**config.mk**
```make
export PLATFORM = sky130hd
export DESIGN_NAME = door_open_alarm_monitor
export DESIGN_NICKNAME = d
export VERILOG_FILES = /design/src/sv/doam_pkg.sv /design/src/sv/doam_front.sv /design/src/sv/doam_queue.sv /design/src/sv/doam_back.sv /design/src/sv/door_open_alarm_monitor.sv
export SDC_FILE = /design/constraint.sdc
export NUM_CORES = 1
export LEC_CHECK = 0
export ABC_AREA = 1
export BUFFER_PORTS_ARGS = -buffer_cell sky130_fd_sc_hd__buf_2
export CAP_MARGIN = 15
export CORE_MARGIN = 1.5
export CORE_UTILIZATION = 60
export CTS_CLUSTER_SIZE = 25
export DETAILED_ROUTE_END_ITERATION = 12
export MAX_ROUTING_LAYER = met4
export PLACE_DENSITY = 0.83
export RECOVER_POWER = 25
export SLEW_MARGIN = 25
export SYNTH_ARGS = -nofsm -noshare
export SYNTH_HDL_FRONTEND = slang
export SYNTH_HIERARCHICAL = 1
export SYNTH_SLANG_ARGS = --single-unit
```
**constraint.sdc**
```tcl
create_clock -name clk -period 5.2 [get_ports clk]
set_input_delay 0.26 -clock clk [delete_from_list [all_inputs] [get_ports clk]]
set_output_delay 0.26 -clock clk [all_outputs]
set_load 0.02 [all_outputs]
```
**src/sv/doam_pkg.sv**
```systemverilog
// Shared types and constants of the door alarm monitor.
// No dependencies; the front end, queue, back end, top level and bench refer to it by scoped names.
package doam_pkg;

	localparam int QDEPTH = 2;
	localparam int PTR_W  = (QDEPTH > 1) ? $clog2(QDEPTH) : 1;
	localparam int CNT_W  = $clog2(QDEPTH + 1);
	localparam int IDX_W  = 3;
	localparam int ELAPSED_W = 26;

	localparam logic [ELAPSED_W-1:0] ELAPSED_MAX = {ELAPSED_W{1'b1}};
	localparam logic [ELAPSED_W-1:0] LIMIT_RESET = 26'd10000;
	localparam logic [ELAPSED_W-1:0] MS_PER_S    = 26'd1000;

	localparam logic [7:0] SYNC_BYTE   = 8'hAA;
	localparam logic [7:0] ZERO_BYTE   = 8'h00;
	localparam logic [7:0] OP_REPORT   = 8'h10;
	localparam logic [7:0] OP_STARTUP  = 8'h02;
	localparam logic [7:0] OP_ONLINE   = 8'h05;
	localparam logic [7:0] OP_SETUP    = 8'h01;
	localparam logic [7:0] SIZE_REPORT = 8'h04;
	localparam logic [7:0] SIZE_START  = 8'h01;
	localparam logic [7:0] SIZE_ONLINE = 8'h00;
	localparam logic [7:0] MODE_ON     = 8'h01;
	localparam logic [7:0] MODE_OFF    = 8'h00;
	localparam logic [7:0] NODE_RESET  = 8'h01;

	localparam logic [IDX_W-1:0] LAST_REPORT = 3'd7;
	localparam logic [IDX_W-1:0] LAST_SHORT  = 3'd4;
	localparam logic [IDX_W-1:0] LAST_IDLE   = 3'd0;

	localparam logic [1:0] STAT_CLOSED = 2'd0;
	localparam logic [1:0] STAT_OPEN   = 2'd1;
	localparam logic [1:0] STAT_LATE   = 2'd2;

	typedef enum logic [1:0] {
		REQ_TICK     = 2'd0,
		REQ_RX       = 2'd1,
		REQ_ANNOUNCE = 2'd2,
		REQ_NONE     = 2'd3
	} req_t;

	typedef enum logic [2:0] {
		DS_CLOSED = 3'b001,
		DS_OPEN   = 3'b010,
		DS_LATE   = 3'b100
	} door_t;

	typedef enum logic [1:0] {
		PK_IDLE    = 2'd0,
		PK_REPORT  = 2'd1,
		PK_STARTUP = 2'd2,
		PK_ONLINE  = 2'd3
	} pkt_kind_t;

	// One queued job: which packet to send plus the status after the item.
	typedef struct packed {
		pkt_kind_t   kind;
		logic [7:0]  node;
		logic [15:0] dur;
		logic        late;
		logic        alarm;
		logic [1:0]  status;
	} desc_t;

endpackage

```
**src/sv/doam_front.sv**
```systemverilog
// Front end: accepts items, runs the door and frame state, issues packet jobs.
// Depends on doam_pkg.
module doam_front (
	input  logic               clk,
	input  logic               arst_n,
	input  logic               in_valid,
	output logic               in_ready,
	input  logic [1:0]         req_type,
	input  logic               door_open,
	input  logic [7:0]         rx_byte,
	input  logic [7:0]         node_id,
	output logic               push_valid,
	input  logic               push_ready,
	output doam_pkg::desc_t    push_desc
);

	doam_pkg::door_t                     door_q, door_d;
	logic [doam_pkg::ELAPSED_W-1:0]      elapsed_q, elapsed_d, elapsed_inc;
	logic [doam_pkg::ELAPSED_W-1:0]      limit_q, limit_d, setup_limit;
	logic [7:0]                          mode_q, mode_d;
	logic                                alarm_q, alarm_d;
	logic [2:0]                          fidx_q, fidx_d;
	logic [7:0]                          frame_q [7];
	logic                                over;
	logic                                setup_hit, online_hit;
	logic                                accept;
	doam_pkg::req_t                      req;
	doam_pkg::pkt_kind_t                 kind;
	logic [1:0]                          status_d;

	assign in_ready   = push_ready;
	assign accept     = in_valid && push_ready;
	assign push_valid = in_valid;
	assign req        = doam_pkg::req_t'(req_type);

	assign elapsed_inc = (elapsed_q == doam_pkg::ELAPSED_MAX) ? elapsed_q
		: elapsed_q + doam_pkg::ELAPSED_W'(1);
	assign over        = elapsed_inc > limit_q;
	assign setup_limit = doam_pkg::ELAPSED_W'({frame_q[4], frame_q[5]}) * doam_pkg::MS_PER_S;

	// Seventh byte of a frame decodes straight from the wire.
	assign setup_hit  = (frame_q[0] == doam_pkg::OP_SETUP) && (frame_q[1] == doam_pkg::ZERO_BYTE)
		&& (frame_q[2] == doam_pkg::SIZE_REPORT) && (frame_q[3] == node_id);
	assign online_hit = (frame_q[0] == doam_pkg::OP_ONLINE) && (frame_q[1] == doam_pkg::ZERO_BYTE)
		&& (frame_q[2] == doam_pkg::ZERO_BYTE);

	always_comb begin
		door_d    = door_q;
		elapsed_d = elapsed_q;
		limit_d   = limit_q;
		mode_d    = mode_q;
		alarm_d   = alarm_q;
		fidx_d    = fidx_q;
		kind      = doam_pkg::PK_IDLE;
		unique case (req)
			doam_pkg::REQ_TICK: begin
				unique case (door_q)
					doam_pkg::DS_OPEN: begin
						elapsed_d = elapsed_inc;
						if (door_open) begin
							if (over) begin
								kind      = doam_pkg::PK_REPORT;
								elapsed_d = '0;
								door_d    = doam_pkg::DS_LATE;
								if (mode_q == doam_pkg::MODE_ON) alarm_d = 1'b1;
							end
						end else begin
							kind      = doam_pkg::PK_REPORT;
							elapsed_d = '0;
							door_d    = doam_pkg::DS_CLOSED;
						end
					end
					doam_pkg::DS_LATE: begin
						if (!door_open) door_d = doam_pkg::DS_CLOSED;
						if (mode_q == doam_pkg::MODE_ON) alarm_d = 1'b1;
						else if (mode_q == doam_pkg::MODE_OFF) alarm_d = 1'b0;
					end
					default: begin
						alarm_d = 1'b0;
						door_d  = doam_pkg::DS_CLOSED;
						if (door_open) begin
							door_d    = doam_pkg::DS_OPEN;
							elapsed_d = '0;
						end
					end
				endcase
			end
			doam_pkg::REQ_RX: begin
				if (fidx_q == 3'd0) begin
					if (rx_byte == doam_pkg::SYNC_BYTE) fidx_d = 3'd1;
				end else if (fidx_q == 3'd7) begin
					fidx_d = 3'd0;
					if (setup_hit) begin
						mode_d  = rx_byte;
						limit_d = setup_limit;
					end else if (online_hit) begin
						kind = doam_pkg::PK_ONLINE;
					end
				end else begin
					fidx_d = fidx_q + 3'd1;
				end
			end
			doam_pkg::REQ_ANNOUNCE: kind = doam_pkg::PK_STARTUP;
			doam_pkg::REQ_NONE:     kind = doam_pkg::PK_IDLE;
		endcase
	end

	always_comb begin
		unique case (door_d)
			doam_pkg::DS_OPEN: status_d = doam_pkg::STAT_OPEN;
			doam_pkg::DS_LATE: status_d = doam_pkg::STAT_LATE;
			default:           status_d = doam_pkg::STAT_CLOSED;
		endcase
	end

	// Report carries the count before it clears.
	assign push_desc = '{kind: kind, node: node_id, dur: elapsed_inc[15:0], late: over,
		alarm: alarm_d, status: status_d};

	always_ff @(posedge clk or negedge arst_n) begin
		if (!arst_n) begin
			door_q    <= doam_pkg::DS_CLOSED;
			elapsed_q <= '0;
			limit_q   <= doam_pkg::LIMIT_RESET;
			mode_q    <= doam_pkg::MODE_ON;
			alarm_q   <= 1'b0;
			fidx_q    <= 3'd0;
		end else if (accept) begin
			door_q    <= door_d;
			elapsed_q <= elapsed_d;
			limit_q   <= limit_d;
			mode_q    <= mode_d;
			alarm_q   <= alarm_d;
			fidx_q    <= fidx_d;
		end
	end

	// Frame bytes hold no reset; the first six land here before a decode, the seventh is used from the wire.
	always_ff @(posedge clk) begin
		if (accept && (req == doam_pkg::REQ_RX) && (fidx_q != 3'd0)) begin
			frame_q[fidx_q - 3'd1] <= rx_byte;
		end
	end

endmodule

```
**src/sv/doam_queue.sv**
```systemverilog
// Short job queue between the front end and the byte serializer.
// Depends on doam_pkg.
module doam_queue (
	input  logic            clk,
	input  logic            arst_n,
	input  logic            push_valid,
	output logic            push_ready,
	input  doam_pkg::desc_t push_desc,
	output logic            pop_valid,
	input  logic            pop_ready,
	output doam_pkg::desc_t pop_desc
);

	doam_pkg::desc_t                 mem_q [doam_pkg::QDEPTH];
	logic [doam_pkg::PTR_W-1:0]      wr_ptr_q, rd_ptr_q;
	logic [doam_pkg::CNT_W-1:0]      cnt_q;
	logic                            push, pop;

	assign push_ready = cnt_q != doam_pkg::CNT_W'(doam_pkg::QDEPTH);
	assign pop_valid  = cnt_q != '0;
	assign pop_desc   = mem_q[rd_ptr_q];
	assign push       = push_valid && push_ready;
	assign pop        = pop_valid && pop_ready;

	function automatic logic [doam_pkg::PTR_W-1:0] bump(input logic [doam_pkg::PTR_W-1:0] p);
		logic [doam_pkg::PTR_W-1:0] r;
		if (p == doam_pkg::PTR_W'(doam_pkg::QDEPTH - 1)) r = '0;
		else r = p + doam_pkg::PTR_W'(1);
		return r;
	endfunction

	always_ff @(posedge clk or negedge arst_n) begin
		if (!arst_n) begin
			wr_ptr_q <= '0;
			rd_ptr_q <= '0;
			cnt_q    <= '0;
		end else begin
			if (push) wr_ptr_q <= bump(wr_ptr_q);
			if (pop)  rd_ptr_q <= bump(rd_ptr_q);
			if (push && !pop)      cnt_q <= cnt_q + doam_pkg::CNT_W'(1);
			else if (pop && !push) cnt_q <= cnt_q - doam_pkg::CNT_W'(1);
		end
	end

	always_ff @(posedge clk) begin
		if (push) mem_q[wr_ptr_q] <= push_desc;
	end

endmodule

```
**src/sv/doam_back.sv**
```systemverilog
// Back end: turns one queued job into its packet beats, one byte a cycle while out_ready is high.
// Depends on doam_pkg.
module doam_back (
	input  logic            clk,
	input  logic            arst_n,
	input  logic            pop_valid,
	output logic            pop_ready,
	input  doam_pkg::desc_t pop_desc,
	output logic            out_valid,
	input  logic            out_ready,
	output logic [7:0]      out_byte,
	output logic            byte_valid,
	output logic            last,
	output logic            alarm_on,
	output logic [1:0]      door_status
);

	doam_pkg::desc_t             cur_q;
	logic                        cur_vld_q;
	logic [doam_pkg::IDX_W-1:0]  idx_q;
	logic [doam_pkg::IDX_W-1:0]  last_idx;
	logic [7:0]                  op_byte, size_byte;
	logic                        done;

	always_comb begin
		unique case (cur_q.kind)
			doam_pkg::PK_REPORT: begin
				last_idx  = doam_pkg::LAST_REPORT;
				op_byte   = doam_pkg::OP_REPORT;
				size_byte = doam_pkg::SIZE_REPORT;
			end
			doam_pkg::PK_STARTUP: begin
				last_idx  = doam_pkg::LAST_SHORT;
				op_byte   = doam_pkg::OP_STARTUP;
				size_byte = doam_pkg::SIZE_START;
			end
			doam_pkg::PK_ONLINE: begin
				last_idx  = doam_pkg::LAST_SHORT;
				op_byte   = doam_pkg::OP_ONLINE;
				size_byte = doam_pkg::SIZE_ONLINE;
			end
			doam_pkg::PK_IDLE: begin
				last_idx  = doam_pkg::LAST_IDLE;
				op_byte   = doam_pkg::ZERO_BYTE;
				size_byte = doam_pkg::ZERO_BYTE;
			end
		endcase
	end

	always_comb begin
		unique case (idx_q)
			3'd0:    out_byte = (cur_q.kind == doam_pkg::PK_IDLE) ? doam_pkg::ZERO_BYTE
				: doam_pkg::SYNC_BYTE;
			3'd1:    out_byte = op_byte;
			3'd2:    out_byte = doam_pkg::ZERO_BYTE;
			3'd3:    out_byte = size_byte;
			3'd4:    out_byte = cur_q.node;
			3'd5:    out_byte = cur_q.dur[15:8];
			3'd6:    out_byte = cur_q.dur[7:0];
			default: out_byte = {7'd0, cur_q.late};
		endcase
	end

	assign out_valid   = cur_vld_q;
	assign byte_valid  = cur_q.kind != doam_pkg::PK_IDLE;
	assign last        = idx_q == last_idx;
	assign alarm_on    = cur_q.alarm;
	assign door_status = cur_q.status;
	assign done        = cur_vld_q && out_ready && last;
	assign pop_ready   = !cur_vld_q || done;

	always_ff @(posedge clk or negedge arst_n) begin
		if (!arst_n) begin
			cur_vld_q <= 1'b0;
			idx_q     <= '0;
		end else begin
			priority if (pop_ready && pop_valid) begin
				cur_vld_q <= 1'b1;
				idx_q     <= '0;
			end else if (done) begin
				cur_vld_q <= 1'b0;
			end else if (cur_vld_q && out_ready) begin
				idx_q <= idx_q + doam_pkg::IDX_W'(1);
			end else begin
				// hold the current beat
				idx_q <= idx_q;
			end
		end
	end

	always_ff @(posedge clk or negedge arst_n) begin
		if (!arst_n) begin
			cur_q <= '0;
		end else if (pop_ready && pop_valid) begin
			cur_q <= pop_desc;
		end
	end

endmodule

```
**src/sv/door_open_alarm_monitor.sv**
```systemverilog
// Door-open alarm monitor, top level.
// Channels: in (valid/ready) takes one request beat: req_type selects a
//   millisecond tick with door_open, a received serial byte in rx_byte, or a
//   startup announce. cfg (valid/ready, always ready) writes node_id.
// out (valid/ready) gives result beats: packet bytes with byte_valid set, or
//   one idle beat (out_byte 0) for an item that sends nothing. last marks the
//   final beat of an item; alarm_on and door_status show the state after it.
// Path: an accepted item is written to the job queue, then loaded into the
//   serializer register that drives out_valid for its first beat.
// Throughput: the front end takes one item per cycle while the two-entry job
//   queue has room; the serializer emits one beat per cycle while out_ready is
//   high. An item has 8 beats for a door report, 5 for a short packet, 1 otherwise.
// Stall: when out_ready is low the current beat holds; the queue absorbs two
//   further items, then in_ready drops until beats drain.
// Reset: door closed, elapsed 0, limit 10000 ms, alarm mode 1, alarm off,
//   frame hunter waiting for sync, node_id 1, queue and serializer empty.
// Depends on doam_pkg, doam_front, doam_queue, doam_back.
module door_open_alarm_monitor (
	input  logic       clk,
	input  logic       arst_n,
	input  logic       in_valid,
	output logic       in_ready,
	input  logic [1:0] req_type,
	input  logic       door_open,
	input  logic [7:0] rx_byte,
	input  logic       cfg_valid,
	output logic       cfg_ready,
	input  logic [7:0] cfg_data,
	output logic       out_valid,
	input  logic       out_ready,
	output logic [7:0] out_byte,
	output logic       byte_valid,
	output logic       last,
	output logic       alarm_on,
	output logic [1:0] door_status
);

	logic [7:0]      node_id_q;
	logic            push_valid, push_ready;
	logic            pop_valid, pop_ready;
	doam_pkg::desc_t push_desc, pop_desc;

	// Config writes must land only while idle; the block does not enforce it and ties cfg_ready high.
	assign cfg_ready = 1'b1;

	always_ff @(posedge clk or negedge arst_n) begin
		if (!arst_n) begin
			node_id_q <= doam_pkg::NODE_RESET;
		end else if (cfg_valid) begin
			node_id_q <= cfg_data;
		end
	end

	// Classify and update state; issue a packet job per accepted item.
	doam_front u_front (
		.clk        (clk),
		.arst_n     (arst_n),
		.in_valid   (in_valid),
		.in_ready   (in_ready),
		.req_type   (req_type),
		.door_open  (door_open),
		.rx_byte    (rx_byte),
		.node_id    (node_id_q),
		.push_valid (push_valid),
		.push_ready (push_ready),
		.push_desc  (push_desc)
	);

	// Decouple the front end from the serializer.
	doam_queue u_queue (
		.clk        (clk),
		.arst_n     (arst_n),
		.push_valid (push_valid),
		.push_ready (push_ready),
		.push_desc  (push_desc),
		.pop_valid  (pop_valid),
		.pop_ready  (pop_ready),
		.pop_desc   (pop_desc)
	);

	// Advance one beat per cycle the receiver takes.
	doam_back u_back (
		.clk         (clk),
		.arst_n      (arst_n),
		.pop_valid   (pop_valid),
		.pop_ready   (pop_ready),
		.pop_desc    (pop_desc),
		.out_valid   (out_valid),
		.out_ready   (out_ready),
		.out_byte    (out_byte),
		.byte_valid  (byte_valid),
		.last        (last),
		.alarm_on    (alarm_on),
		.door_status (door_status)
	);

endmodule

```
==> Implementation_results.wiki <==
{| class="wikitable"
! Metric !! Value
|-
| Vias per cell || 5.43
|-
| Core footprint || 0.0211 mm^2
|-
| Unique masters post-synth || 44
|-
| Detailed Route WL || 26600 um
|-
| F_max || 0.229 GHz
|-
| Synthesized area divided by synthesized cell count || 9.15 um^2
|-
| Post-cts repair resize count || 0
|-
| Fraction of power consumed by the clock network || 25.6%
|-
| Critical path class || reg -> reg
|-
| Total of endpoints with negative setup slack in the final report || 0
|-
| Power per cell area || 445 mW/mm^2
|-
| HPWL after detailed placement || 19400 um
|-
| Number of buffers inserted by port buffering || 38
|-
| CTS Hold Buffers Added || 9
|-
| Placed insts || 1694
|-
| Number of global-route vias before repair || 9335
|-
| Antenna diode instance count || 0
|-
| Unrepaired setup endpoints after global routing || no
|-
| Worst-case clock skew || 7.96 ps
|-
| Startpoint type of the worst setup path || flip-flop
|-
| Fraction of final layout cells sized beyond drive strength 1 || 7.82%
|-
| Number of instances in the synthesized netlist || 1416
|-
| Util after Layout || 66.9%
|-
| Non-filler instance count after layout || 1745
|-
| Data required, critical path || 5620 ps
|-
| Result of the run || finished with violations
|-
| Start of the worst register-to-register path || u_front/frame_q[5][2]
|-
| Total DRC errors in the routed layout || 0
|-
| Leakage power total || 6.74 nW
|-
| CTS H-tree lvls || 1
|-
| Clock insertion delay at the later pin of the skew report || 510 ps
|-
| Most frequently used flop master after synthesis || sky130_fd_sc_hd__edfxtp_1
|-
| Async set-reset flop share out of synthesis || 50.5%
|-
| Relative contribution of sequential cells to total power || 39.2%
|-
| CTS tree || built
|-
| Fraction of power spent switching nets || 38.2%
|-
| Synthesized cell area || 0.0130 mm^2
|-
| Total number of vias || 9480
|-
| Total Power || 6.29 mW
|-
| Largest area contributor in the synthesized netlist || sky130_fd_sc_hd__edfxtp_1
|-
| Sequential cell area in the final layout || 0.00601 mm^2
|-
| Worst min-delay path class || in -> reg
|-
| Filler cell count in the final layout || 1612
|-
| Remaining Overflow, GRT || 0
|-
| GRT Util Overall || 25.5%
|-
| Starting utilization of the core area || 61.5%
|-
| Net count after synthesis || 1581
|-
| Number of synthesized flops with an enable pin || 108
|-
| Initial antenna violation count || 0
|-
| Total setup buffers inserted after CTS || 0
|-
| CP Launch Point || u_front/frame_q[5][2]
|-
| Worst-case headroom to the max-slew limit || -109%
|-
| Root Buffer || sky130_fd_sc_hd__clkbuf_16
|-
| Synth top area cells || sky130_fd_sc_hd__edfxtp_1 (25%), sky130_fd_sc_hd__dfrtp_1 (20%), sky130_fd_sc_hd__nand2_1 (13%)
|-
| Ys Warns || 6
|-
| Placed inst area || 0.0133 mm^2
|-
| Internal Dissipation || 3.89 mW
|-
| First-pass GRT wire length || 44700 um
|-
| Die extent in y || 150 um
|-
| Share of Yosys cell area claimed by the top area cell type || 25.0%
|-
| Sequential share of the synthesized area || 46.3%
|-
| Min-Delay Startpoint || cfg_valid
|-
| Tightest Pin Transition || 3130 ps
|-
| Violations in the final reports || capacitance limit, slew limit
|-
| Highest fanout seen on the critical path || 6
|-
| TritonCTS buffer count || 23
|-
| Total clock sinks || 218
|-
| Final slew viol count || 56
|-
| Setup TNS || 0 ps
|-
| Critical Path AT || 4780 ps
|-
| Worst vdd ir || 0.305 mV
|-
| I/O pin count || 40
|-
| Width of the chip || 150 um
|-
| Proportion of power drawn by combinational gates || 35.2%
|-
| Final instance area || 0.0141 mm^2
|-
| Register bit total from synthesis || 218
|-
| Maximum number of pins on one net before global-route repair || 57
|-
| Layout Nets || 1618
|-
| Net switching power of the design || 2.40 mW
|-
| RD Place Congestion || 0.914
|-
| Max-cap viol count || 1
|-
| Clock-pin slew of the registers on the worst-case setup and hold paths || 60 ps
|-
| Hold Vio Cnt, Final || 0
|-
| Post-route minimum period || 4370 ps
|-
| Final clock period utilization by the worst path || 84.0%
|-
| Endpoint class of the critical path || flip-flop
|-
| Average wire per standard cell || 15.3 um
|-
| Std-Cell Rows || 53
|-
| Drt initial violations || 701
|-
| Die area || 0.0225 mm^2
|-
| Maximum clock path buffer count || 3
|-
| Post-detailed-route count of antenna-violating nets || 0
|-
| Router iterations before antenna repair || 6
|-
| Combined area of the multi-input logic cells || 0.00610 mm^2
|-
| Area growth from synthesis to layout || 8.90%
|}
==> cell families after synthesis <==
logic type	count (synthesis)	synth area share, %
and+or+nand+nor	704	22.9
DFF	218	46.3
buffers and inverters	199	6.73
adders and majority gates	141	16.7
AOI/OAI and AO/OA	121	5.07
xor gates and xnor gates	32	2.16
other	1	0.0289
==> cells in the mapped netlist (2+ instances only) <==
cell,instances
sky130_fd_sc_hd__nor2_2,5
sky130_fd_sc_hd__dfstp_2,8
sky130_fd_sc_hd__clkbuf_1,10
sky130_fd_sc_hd__nand2_1,464
sky130_fd_sc_hd__inv_2,4
sky130_fd_sc_hd__buf_4,18
sky130_fd_sc_hd__o21ai_0,48
sky130_fd_sc_hd__nand3_1,64
sky130_fd_sc_hd__o21ai_1,8
sky130_fd_sc_hd__a21oi_1,41
sky130_fd_sc_hd__nand2_2,4
sky130_fd_sc_hd__dfrtp_1,102
sky130_fd_sc_hd__a21o_1,2
sky130_fd_sc_hd__buf_6,5
sky130_fd_sc_hd__xor2_1,23
sky130_fd_sc_hd__a31oi_1,3
sky130_fd_sc_hd__a211oi_1,2
sky130_fd_sc_hd__xnor2_1,9
sky130_fd_sc_hd__nor2_4,2
sky130_fd_sc_hd__ha_1,87
sky130_fd_sc_hd__edfxtp_1,108
sky130_fd_sc_hd__nor2_8,2
sky130_fd_sc_hd__nand4_1,25
sky130_fd_sc_hd__nand2_4,6
sky130_fd_sc_hd__or2_2,4
sky130_fd_sc_hd__inv_1,154
sky130_fd_sc_hd__nor4_1,7
sky130_fd_sc_hd__fa_1,54
sky130_fd_sc_hd__o21bai_1,4
sky130_fd_sc_hd__nor2_1,96
sky130_fd_sc_hd__o22ai_1,5
sky130_fd_sc_hd__nand3b_1,2
sky130_fd_sc_hd__nor3_1,20
sky130_fd_sc_hd__o21a_1,2
sky130_fd_sc_hd__buf_2,7
sky130_fd_sc_hd__o211ai_1,3
==> layout by cell type (no fill, tap or decap), drive strengths merged <==
master,netlist,routed
nor4,7,7
dlygate4sd3,0,9
a21oi,41,41
o211ai,3,3
xor2,23,23
clkinvlp,0,5
nand3,65,65
bufinv,0,2
nor3,20,20
conb,1,1
buf,31,35
and2,1,1
and3,1,1
fa,54,54
xnor2,9,9
nor2,105,105
nand3b,2,2
o2111ai,1,1
nand4,25,25
o21ai,56,56
dfstp,8,8
ha,87,87
dfrtp,102,102
o31ai,1,1
a21o,2,2
o21bai,4,4
a31oi,3,3
clkinv,0,7
edfxtp,108,108
a22oi,1,1
o21a,2,2
nand2,474,474
a211oi,2,2
clkbuf,10,34
inv,158,161
or2,4,4
o22ai,5,5
==> sequential cells by signal (all words and copies together) (netlist names) <==
| signal | count |
|---|---|
| node_id_q | 8 |
| u_back/alarm_on | 1 |
| u_back/cur_q | 27 |
| u_back/door_status | 2 |
| u_back/idx_q | 3 |
| u_back/out_valid | 1 |
| u_front/alarm_q | 1 |
| u_front/door_q | 3 |
| u_front/elapsed_q | 26 |
| u_front/fidx_q | 3 |
| u_front/frame_q | 48 |
| u_front/limit_q | 23 |
| u_front/mode_q | 8 |
| u_queue/cnt_q | 2 |
| u_queue/mem_q | 60 |
| u_queue/rd_ptr_q | 1 |
| u_queue/wr_ptr_q | 1 |
==> path summary, 6_finish.rpt <==
path                                               to  slack [ps]  depth (start not counted)
worst max-delay path              u_front/limit_q[21]         830                         17
worst min-delay path                     node_id_q[0]          50                          3
worst max register to register    u_front/limit_q[21]         830                         17
worst min register to register  u_back/door_status[1]         480                          2
max in group asynchronous                node_id_q[3]        1860                          3
min in group asynchronous            u_back/cur_q[19]        1330                          2
==> per-stage QoR <==
step	setup WS (ps)	hold slack (ps)
floorplan	1210	-35.6
global placement	959	369
detailed placement	862	371
CTS	838	12.6
global route	480	44.6
finish	834	49.0
==> routing by layer <==
metal | vias to the layer above | GRT usage, % | share of wire (%)
li1 | 4658 | - | -
met1 | 4531 | 33.8 | 44
met2 | 252 | 42.1 | 49
met3 | 39 | 2.80 | 4.6
met4 | 0 | 6.42 | 1.7
met5 | - | - | 0
==> power by group through the flow <==
stage | logic, mW | registers (mW) | clock network [mW]
floorplan | 1.74 | 2.40 | 0
global placement | 2.10 | 2.47 | 0
detailed placement | 2.18 | 2.49 | 0
CTS | 2.21 | 2.46 | 1.63
global route | 2.53 | 2.50 | 1.70
finish | 2.21 | 2.46 | 1.61
==> critical path, cell delays in order, from the launching register on <==
cell and delay, ps:
sky130_fd_sc_hd__edfxtp_1 520, sky130_fd_sc_hd__fa_1 570, sky130_fd_sc_hd__inv_1 60, sky130_fd_sc_hd__fa_1 470, sky130_fd_sc_hd__fa_1 510, sky130_fd_sc_hd__inv_1 50
sky130_fd_sc_hd__fa_1 460, sky130_fd_sc_hd__ha_1 380, sky130_fd_sc_hd__nand2_1 100, sky130_fd_sc_hd__nor2_1 160, sky130_fd_sc_hd__nand2_1 70, sky130_fd_sc_hd__o211ai_1 160
sky130_fd_sc_hd__nand2_1 80, sky130_fd_sc_hd__nand2_1 140, sky130_fd_sc_hd__inv_1 60, sky130_fd_sc_hd__o21bai_1 160, sky130_fd_sc_hd__o21ai_0 100, sky130_fd_sc_hd__o21ai_0 210
==> final cells by class <==
type | count | area share, %
Clock buffer | 25 | 4.20
Clock inverter | 17 | 1.13
Inverter | 158 | 4.20
Multi-Input combinational cell | 999 | 43.2
Sequential cell | 218 | 42.6
Tap cell | 275 | 2.44
Timing Repair Buffer | 53 | 2.23
(Power assumes the default switching activity.)
